<file path="src/rtl/pold_pkg.sv">
`default_nettype none
package pold_pkg;

    localparam int unsigned CW       = 32;
    localparam int unsigned RAD_W    = 128;
    localparam int unsigned SQ_N     = 64;
    localparam int unsigned SQ_REM_W = SQ_N + 2;
    localparam int unsigned DV_N     = 42;
    localparam int unsigned DEN_W    = 63;
    localparam int unsigned REM_W    = DEN_W + 1;

    localparam int unsigned ST_SQ0 = 5;
    localparam int unsigned ST_NUM = ST_SQ0 + SQ_N + 1;
    localparam int unsigned ST_MAG = ST_NUM + 1;
    localparam int unsigned ST_DV0 = ST_MAG + 1;
    localparam int unsigned ST_X   = ST_DV0 + DV_N + 1;
    localparam int unsigned ST_P   = ST_X + 1;
    localparam int unsigned ST_Y   = ST_P + 1;

    localparam logic [DV_N-1:0] Q_MAX = DV_N'(64'h100_0000_0000);

    typedef enum logic [1:0] {
        CFG_SLOPE,
        CFG_ICPT,
        CFG_HORZ,
        CFG_VERT
    } t_cfg_idx;

    typedef struct packed {
        logic signed [CW-1:0] bxlo;
        logic signed [CW-1:0] bxhi;
        logic signed [CW-1:0] bylo;
        logic signed [CW-1:0] byhi;
        logic signed [CW-1:0] x0;
        logic                 hv_found;
        logic        [CW-1:0] hv_x;
        logic        [CW-1:0] hv_y;
        logic                 gen;
    } t_ctx;

    typedef struct packed {
        logic signed [RAD_W-1:0] tt;
        logic        [DEN_W-1:0] a;
        logic                    disc;
    } t_sqa;

    typedef struct packed {
        logic disc;
        logic neg_p;
        logic neg_m;
        logic pre_p;
        logic pre_m;
    } t_dva;

    typedef struct packed {
        logic          found;
        logic [CW-1:0] x;
        logic [CW-1:0] y;
    } t_res;

endpackage
`default_nettype wire

</file>
<file path="src/rtl/pold_sqrt_cell.sv">
`default_nettype none
module pold_sqrt_cell import pold_pkg::*; (
    input  logic                i_clk,
    input  logic                i_en,
    input  logic [RAD_W-1:0]    i_rad,
    input  logic [SQ_REM_W-1:0] i_rem,
    input  logic [SQ_N-1:0]     i_root,
    output logic [RAD_W-1:0]    o_rad,
    output logic [SQ_REM_W-1:0] o_rem,
    output logic [SQ_N-1:0]     o_root
);
    logic [SQ_REM_W-1:0] rem2, trial;
    logic                ge;
    logic [RAD_W-1:0]    r_rad;
    logic [SQ_REM_W-1:0] r_rem;
    logic [SQ_N-1:0]     r_root;

    always_comb begin
        rem2  = {i_rem[SQ_N-1:0], i_rad[RAD_W-1 -: 2]};
        trial = {i_root, 2'b01};
        ge    = rem2 >= trial;
    end

    always_ff @(posedge i_clk) begin
        if (i_en) begin
            r_rad  <= {i_rad[RAD_W-3:0], 2'b00};
            r_rem  <= ge ? rem2 - trial : rem2;
            r_root <= {i_root[SQ_N-2:0], ge};
        end
    end

    assign o_rad  = r_rad;
    assign o_rem  = r_rem;
    assign o_root = r_root;
endmodule
`default_nettype wire

</file>
<file path="config.mk">
export PLATFORM = sky130hd
export DESIGN_NAME = pold_sqrt_cell
export DESIGN_NICKNAME = d
export VERILOG_FILES = /design/src/rtl/pold_pkg.sv /design/src/rtl/pold_sqrt_cell.sv
export SDC_FILE = /design/constraint.sdc
export NUM_CORES = 1
export LEC_CHECK = 0
export BUFFER_PORTS_ARGS = -buffer_cell sky130_fd_sc_hd__clkbuf_2
export CORE_AREA = 2 2 204 206
export DETAILED_ROUTE_END_ITERATION = 8
export DIE_AREA = 0 0 206 208
export GPL_TIMING_DRIVEN = 0
export HOLD_SLACK_MARGIN = 0.1
export PLACE_DENSITY = 0.66
export SYNTH_ARGS = -nofsm -noshare
export SYNTH_HDL_FRONTEND = slang
export SYNTH_SLANG_ARGS = --single-unit
export TNS_END_PERCENT = 1
</file>
<file path="constraint.sdc">
create_clock -name i_clk -period 5.5 [get_ports i_clk]
set_input_delay 1.1 -clock i_clk [delete_from_list [all_inputs] [get_ports i_clk]]
set_output_delay 1.1 -clock i_clk [all_outputs]
set_load 0.02 [all_outputs]
</file>
==> reports/summary.txt <==
CTS root buffer: clkbuf_16
final setup margin: 1.03 ns
mux share of post-synthesis cell area: 0.00879
Post-synth EDFFs: 256
period utilization: 0.812
Peak Freq: 224 MHz
Core ar.: 40600 um^2
sequential cell area: 7690 um^2
fin. max-slew vios: 0
share of synthesized registers carrying an async set or reset: 0
DP HPWL: 36100 um
initial antenna violation count: 0
Unique masters post-synth: 59
number of H-tree levels: 1
# fillers: 3962
Critical Path Max Stage Delay: 0.48 ns
antenna cells: 0
VDD IR-drop max: 0.000255 V
CTS Sinks: 256
setup violators final: 0
largest family of logic cells by synthesized area: compound AO/OA/AOI/OAI gates
Max Fanout on Critical Path: 10
clock buffer count from CTS: 29
Overflow after GRT: 0
post-layout util: 0.416
min Tclk post-route: 4.47 ns
drt drc: 0
sequential fraction of the synthesis area: 0.607
total die area: 42800 um^2
first-pass GRT wire length: 64100 um
worst hold path type: input port to register
clock edge transition at the registers on the reported setup and hold paths: 0.06 ns
PortBufs: 513
static leakage: 7.59 nW
Crit path top cell by count: buf_2
worst-path cell with the longest stage delay: or3_1
nets: 1940
Final Hold Vio Count: 0
ys flop type: edfxtp_1
Critical Path AT: 4.75 ns
syn avg cell area: 11.9 um^2
Slew @ Worst Pin: 1.08 ns
share of post-route cells with drive strength above 1: 0.365
XOR/XNOR Fraction of Synth Area: 0.0429
Routed WL: 44600 um
Startpoint Class: input port
largest net degree at the start of global routing: 105
CP startpoint: i_root[35]
Initial Util: 0.312
Hold WS: 0.717 ns
Cells after Synth: 1067
DP Worst Slack: 0.360 ns
Slew HR: 0.274
Pre-antenna DRT Iters: 6
Compound-Gate Fraction of Synth Area: 0.144
synthesized area: 12700 um^2
multi-input logic area: 4430 um^2
setup TNS: 0 ns
DRT antenna net count: 0
Ports: 518
pwr/cell area: 331 nW/um^2
CTS Hold Bufs: 0
Via density: 4.89
Post-Synth Simple-Gate Area: 0.0875
Rows: 74
synth-to-layout area growth: 33.2%
crit-path cells: clkbuf_2 -> inv_1 -> ha_1 -> buf_2 -> nand4_1 -> or3_1 -> o22ai_1 -> a211oi_1 -> o211a_1 -> o31ai_4 -> a31oi_4 -> o31ai_4 -> buf_2 -> buf_2 -> a21oi_1
Die Wd: 206 um
vias in the first global route: 10700
adder-cell share of the synthesized area: 0.0652
Die Y: 208 um
synthesis-stage register bit count: 256
crit end category: register
unrepaired setup endpoints after global routing: no
outcome: finished, final reports clean
RD Place Congestion: 0.869
Setup Buffers After CTS: 0
worst path required time: 5.78 ns
Clock Tree Buf Depth: 3
WS Path Type: input port to register
DR vias: 10600
PostCTS Resize Cnt: 0
Initial DRC Count: 771
Total GRT Usage: 0.197
Ys Warns: 0
max-cap violation count: 0
min-delay src: i_rad[46]
WL per Instance: 20.6 um
Cell Area, Placed: 16000 um^2
final instance area: 16900 um^2
CTS tree: built
[Yosys cell counts, types with 17 or more instances]
cell	n	area (um^2)
xnor2_1	37	324
nand4_1	27	169
clkbuf_1	17	63.8
nor2_1	99	372
xor2_1	25	219
ha_1	66	826
a21oi_1	135	676
o21ai_0	40	200
inv_1	84	315
edfxtp_1	256	7690
buf_2	24	120
nand2_1	62	233
a21o_1	39	293
[worst paths after layout]
check                                  to  depth (start not counted)
worst min-delay path  o_rad[48]$_DFFE_PP_                          1
worst max-delay path  o_rem[56]$_DFFE_PP_                         15
[area by class of cell]
cell class / instances / share of cell area
multi-input cells: 679 / 0.262
clock buffers: 36 / 0.0446
flip-flops and latches: 256 / 0.456
repair buffers: 515 / 0.156
inverters: 84 / 0.0187
clock inverters: 16 / 0.00905
plain buffers: 49 / 0.0142
well taps: 532 / 0.0395
[through the flow]
stage / power, mW / std cells
floorplan: 3.22 / 1068
global placement: 3.75 / 2113
detailed placement: 3.75 / 2115
CTS: 5.64 / 2167
global route: 5.82 / 2167
finish: 5.58 / 2167
[power breakdown]
part / total (mW) / switching (mW) / internal, mW / leakage, nW
registers: 2.43 / 0.0522 / 2.37 / 2.51
logic: 1.28 / 0.839 / 0.437 / 4.64
clock network: 1.88 / 0.778 / 1.10 / 0.439
total: 5.58 / 1.67 / 3.91 / 7.59
[worst max-delay path, delay by kind of cell]
kind                       cells  cell delay (ns)
buffers and inverters          5             1.09
and+or+nand+nor                2             0.78
adders and majority gates      1             0.26
AOI/OAI and AO/OA              7             1.51
[registers in the layout, indices dropped and copies added, names as in the netlist]
register,flops
o_root,64
o_rem,66
o_rad,126
[cells in the final DEF, fill, tap and decap left out, types with 10 or more instances in the layout]
master     count
a21o_1        39
a21oi_1      135
buf_2         24
clkbuf_1      24
clkbuf_16     29
clkbuf_2     514
edfxtp_1     256
ha_1          66
inv_1         84
nand2_1       62
nand3_1       15
nand4_1       27
nor2_1        99
nor3_1        11
o21a_1        10
o21ai_0       40
o21bai_1      11
xnor2_1       37
xor2_1        25
[logic make-up (layout without fill, tap and decap cells)]
group	count (synthesis)	in the layout
AO/OA/AOI/OAI	294	294
XOR/XNOR	62	62
adder cells (fa/ha/maj)	66	66
buffers and inverters	133	700
flip-flops	256	256
multiplexers	10	10
other	1	2
AND/OR/NAND/NOR	245	245
[per-layer routing]
layer	vias up	global-route usage	wire length, um
li1	5023	-	-
met1	5083	0.219	16800
met2	433	0.363	22900
met3	65	0.0450	3430
met4	0	0.0712	1500
met5	-	0	0
Note: power is estimated with default switching activity, not from simulation.
