[config.mk]
export PLATFORM = sky130hd
export DESIGN_NAME = pold_div_cell
export DESIGN_NICKNAME = d
export VERILOG_FILES = /design/src/rtl/pold_pkg.sv /design/src/rtl/pold_div_cell.sv
export SDC_FILE = /design/constraint.sdc
export NUM_CORES = 1
export LEC_CHECK = 0
export ABC_AREA = 1
export BUFFER_PORTS_ARGS = -buffer_cell sky130_fd_sc_hd__buf_2
export CAP_MARGIN = 20
export CELL_PAD_IN_SITES_DETAIL_PLACEMENT = 0
export CELL_PAD_IN_SITES_GLOBAL_PLACEMENT = 1
export CORE_MARGIN = 2
export CORE_UTILIZATION = 37
export CTS_CLUSTER_DIAMETER = 100
export CTS_CLUSTER_SIZE = 10
export DETAILED_ROUTE_END_ITERATION = 16
export PLACE_DENSITY_LB_ADDON = 0.1
export SETUP_SLACK_MARGIN = 0.1
export SYNTH_ARGS = -nofsm -noshare
export SYNTH_HDL_FRONTEND = slang
export SYNTH_SLANG_ARGS = --single-unit
export TNS_END_PERCENT = 5
[constraint.sdc]
create_clock -name i_clk -period 3 [get_ports i_clk]
set_clock_uncertainty 0.1 [all_clocks]
set_input_delay 0.3 -clock i_clk [delete_from_list [all_inputs] [get_ports i_clk]]
set_output_delay 0.3 -clock i_clk [all_outputs]
set_load 0.01 [all_outputs]
[src/rtl/pold_pkg.sv]
`default_nettype none
package pold_pkg;

    localparam int unsigned CW       = 32;
    localparam int unsigned RAD_W    = 128;
    localparam int unsigned SQ_N     = 64;
    localparam int unsigned SQ_REM_W = SQ_N + 2;
    localparam int unsigned DV_N     = 42;
    localparam int unsigned DEN_W    = 63;
    localparam int unsigned REM_W    = DEN_W + 1;

    localparam int unsigned ST_SQ0 = 5;
    localparam int unsigned ST_NUM = ST_SQ0 + SQ_N + 1;
    localparam int unsigned ST_MAG = ST_NUM + 1;
    localparam int unsigned ST_DV0 = ST_MAG + 1;
    localparam int unsigned ST_X   = ST_DV0 + DV_N + 1;
    localparam int unsigned ST_P   = ST_X + 1;
    localparam int unsigned ST_Y   = ST_P + 1;

    localparam logic [DV_N-1:0] Q_MAX = DV_N'(64'h100_0000_0000);

    typedef enum logic [1:0] {
        CFG_SLOPE,
        CFG_ICPT,
        CFG_HORZ,
        CFG_VERT
    } t_cfg_idx;

    typedef struct packed {
        logic signed [CW-1:0] bxlo;
        logic signed [CW-1:0] bxhi;
        logic signed [CW-1:0] bylo;
        logic signed [CW-1:0] byhi;
        logic signed [CW-1:0] x0;
        logic                 hv_found;
        logic        [CW-1:0] hv_x;
        logic        [CW-1:0] hv_y;
        logic                 gen;
    } t_ctx;

    typedef struct packed {
        logic signed [RAD_W-1:0] tt;
        logic        [DEN_W-1:0] a;
        logic                    disc;
    } t_sqa;

    typedef struct packed {
        logic disc;
        logic neg_p;
        logic neg_m;
        logic pre_p;
        logic pre_m;
    } t_dva;

    typedef struct packed {
        logic          found;
        logic [CW-1:0] x;
        logic [CW-1:0] y;
    } t_res;

endpackage
`default_nettype wire

[src/rtl/pold_div_cell.sv]
`default_nettype none
module pold_div_cell import pold_pkg::*; (
    input  logic             i_clk,
    input  logic             i_en,
    input  logic [DV_N-1:0]  i_num,
    input  logic [REM_W-1:0] i_rem,
    input  logic [DV_N-1:0]  i_q,
    input  logic [DEN_W-1:0] i_den,
    output logic [DV_N-1:0]  o_num,
    output logic [REM_W-1:0] o_rem,
    output logic [DV_N-1:0]  o_q,
    output logic [DEN_W-1:0] o_den
);
    logic [REM_W-1:0] rem2, den;
    logic             ge;
    logic [DV_N-1:0]  r_num, r_q;
    logic [REM_W-1:0] r_rem;
    logic [DEN_W-1:0] r_den;

    always_comb begin
        rem2 = {i_rem[REM_W-2:0], i_num[DV_N-1]};
        den  = {1'b0, i_den};
        ge   = rem2 >= den;
    end

    always_ff @(posedge i_clk) begin
        if (i_en) begin
            r_num <= {i_num[DV_N-2:0], 1'b0};
            r_rem <= ge ? rem2 - den : rem2;
            r_q   <= {i_q[DV_N-2:0], ge};
            r_den <= i_den;
        end
    end

    assign o_num = r_num;
    assign o_rem = r_rem;
    assign o_q   = r_q;
    assign o_den = r_den;
endmodule
`default_nettype wire

==> metrics.txt <==
number of global-route vias before repair 13400; die outline height 195 um; mapped cell area 13500 sq um; remaining number of nets flagged by the antenna check after routing 0; total vias in the final route 13200; count of fill cells added during filler insertion 3542; Yosys warnings 0; fraction of power consumed by sequential logic 42.4%; chip width ~190 um; Max Fclk 0.361 GHz; number of flops mapped to enable cells by yosys 210; Synth Net Count 2069; number of buffers inserted by post-CTS setup repair 0; Bufs and invs on worst path 3; internal portion of total power 6.01 mW; per-cell routed wire length 17.5 um; root buffer cell clkbuf_16; antenna violations before repair 2; Post-Layout Cell Count 2916; total number of placement rows 69; most area-hungry cell type in the Yosys netlist edfxtp_1; largest delay contributor family on the critical path simple AND/OR/NAND/NOR gates; sequential share of the synthesized area 46.7%; number of buffer cells added on primary ports 420; area occupied by multi-input gates between 5000 and 6000 sq um; fin. max-slew vios 0; number of standard cells after synthesis 1792; CTS buffer count 24; number of DRC violations after detailed-routing iteration 0 approximately 740; final clock period utilization by the worst path about 92%; HP Start i_num[41]; GPL Wtd Cong between 0.9 and 1; residual overflow from global routing 0; critical path endpoint category register; cells taking the most area after synthesis edfxtp_1, nand2_1, inv_1; combinational share of power 28.6%; most common cell after layout, fill and taps aside nand2_1; final setup violation count 0; share of the core filled with cells 53.3%; result of the run complete, no violations; Clk network pwr share 29.0%; Setup TNS 0 ns; Avg Synthesized Cell Area ~7.5 sq um; final critical delay including setup and external delays 2.77 ns; wire length of the first global-routing pass 76400 um; Power Density between 400 and 500 nW/um^2; synthesis-to-layout area growth 41.2%; worst path arrival time 2.95 ns; largest net degree at the start of global routing 61; classification of the worst-slack hold path primary input to register; synthesis-stage register bit count 210; area taken by flip-flops and latches between 6000 and 7000 sq um; leakage power summed over all cells a little over 10 nW; cell seen most often among critical-path stages nand2_1; worst vdd ir 0.410 mV; largest buffer count on any clock path 3; Die Area between 30000 and 40000 sq um; switching fraction of total power 30.7%; slowest stage cell on the critical path dlygate4sd3_1; # IOs 424; critical path start-end classification primary input to register; Worst Hold Path Cells 3; core outline area 35700 sq um; share of synthesized flip-flops with an asynchronous set or reset 0%; mean number of vias per cell about 4.5; Main synth FF type edfxtp_1; critical path fanouts, max 4; category of the worst setup path launch point primary input; overall routing resource usage 26.2%; most frequent cells in the layout nand2_1, buf_2, inv_1; clock transition at the register clock pins on the worst setup and hold paths after CTS 0.06 ns; number of hold-slack violations in the final timing report 0; switching power summed over all nets 2.67 mW; post-synthesis cell type count 34; effective utilization at floorplan 37.8%; Routed WL roughly 50000 um; data required time of the worst path 3.18 ns; Max Cap Viol 0; chain of cells forming the critical path dlygate4sd3_1 -> buf_2 -> inv_1 -> ha_1 -> nand2_1 -> nor2_1 -> nand2_1 -> nor2_1 -> nand2_1 -> nand3_1 -> nand2_1 -> nand3_1 -> nand2_1 -> nand3_2 -> nand2_1; total number of nets in the final design 2732; placed wire-length estimate 40500 um; clock sink total 210; # H-tree levels 1; total instance count after detailed placement between 2000 and 3000; share of the synthesized area in the top cell type a little under half; unrepaired setup endpoints after global routing true; CTS tree built; number of detailed-route iterations in the first pass 6; share of final-layout standard cells stronger than drive strength 1 21.7%; drt drc 0; Hold Crit Endpoint o_rem[0]; biggest cell delay along the critical path roughly 0.55 ns
-- logic make-up (layout without fill, tap and decap cells) --
| kind of cell | Yosys count | after routing | share of synthesized area [%] |
|---|---|---|---|
| fa+ha+maj | 64 | 64 | 5.99 |
| compound gates | 50 | 50 | 1.90 |
| flops | 210 | 210 | 46.7 |
| buf+inv | 425 | 1087 | 12.4 |
| other cells | 1 | 2 | 0.0278 |
| xor+xnor | 31 | 31 | 2.01 |
| simple gates | 1011 | 1011 | 30.9 |
-- per-layer routing --
| layer | global-route usage (%) | vias to the layer above | part of all wire, % | routed length, um |
|---|---|---|---|---|
| met5 | 0 | - | 0.022 | 11 |
| met4 | 7.58 | 2 | 2.7 | 1400 |
| met3 | 4.51 | 55 | 5.7 | 2940 |
| met2 | 45.6 | 382 | 47 | 24000 |
| met1 | 33.5 | 5939 | 44 | 22700 |
| li1 | - | 6787 | - | - |
-- synthesized netlist by cell type, types with 3 or more instances --
master	count
nand4_1	19
inv_1	397
inv_2	11
edfxtp_1	210
nor2_2	7
buf_12	3
nor2_1	110
nor3_1	7
nand3_1	73
a21oi_1	41
nand2_2	10
nand2_1	753
o21ai_0	6
nand3_2	19
buf_2	7
ha_1	63
nand2_4	3
xor2_1	30
-- metrics by stage --
stage               area, sq um  total power [mW]  hold slack [ns]  worst slack, ns
global route              19100              9.16           0.0837           0.0743
finish                    19100              8.68           0.0733            0.233
CTS                       19000              8.75           0.0514            0.168
detailed placement        16300              5.97            0.378            0.145
floorplan                 13500              4.98            0.299            0.634
global placement          16300              5.95            0.377            0.161
-- worst min-delay path, delay by kind of cell --
| kind | cells | cell delay [ns] |
|---|---|---|
| buffers and inverters | 2 | 0.13 |
| AOI/OAI and AO/OA | 1 | 0.16 |
-- worst max-delay path by stage --
stage                    from         to  slack [ns]  cells past startpoint
finish              i_den[20]  o_rem[53]        0.23                     15
global route        i_den[42]  o_rem[59]        0.07                     15
CTS                  i_den[0]  o_rem[49]        0.17                     18
detailed placement  i_num[41]  o_rem[42]        0.15                     18
global placement    i_num[41]  o_rem[42]        0.16                     18
floorplan           i_num[41]  o_rem[35]        0.63                     18
-- state kept, by name (all words and copies together), names as in the netlist --
name and flops:
o_q 42, o_rem 64, o_den 63, o_num 41
-- power groups by stage --
stage,Sequential [mW],Clock (mW),Combinational [mW]
2_1_floorplan,3.90,0,1.08
3_3_place_gp,3.72,0,2.23
3_5_place_dp,3.73,0,2.24
4_1_cts,3.68,2.60,2.47
5_1_grt,3.71,2.70,2.75
6_report,3.68,2.51,2.48
-- area by class of cell --
cell class / instances / share of cell area (%)
sequential: 210 / 33.1
multi-input combinational: 1157 / 29.1
timing repair buffer: 651 / 23.3
inverter: 411 / 8.11
clock buffer: 25 / 3.28
tap: 461 / 3.03
antenna: 1 / 0.0131
-- what timing repair did --
item | 4_1_cts | 5_1_grt
gates resized for setup | 0 | 12
hold endpoints to repair | 206 | 0
setup endpoints to repair | 0 | 59
hold buffers | 206 | 0
No activity file was read; power rests on OpenSTA's default activity.
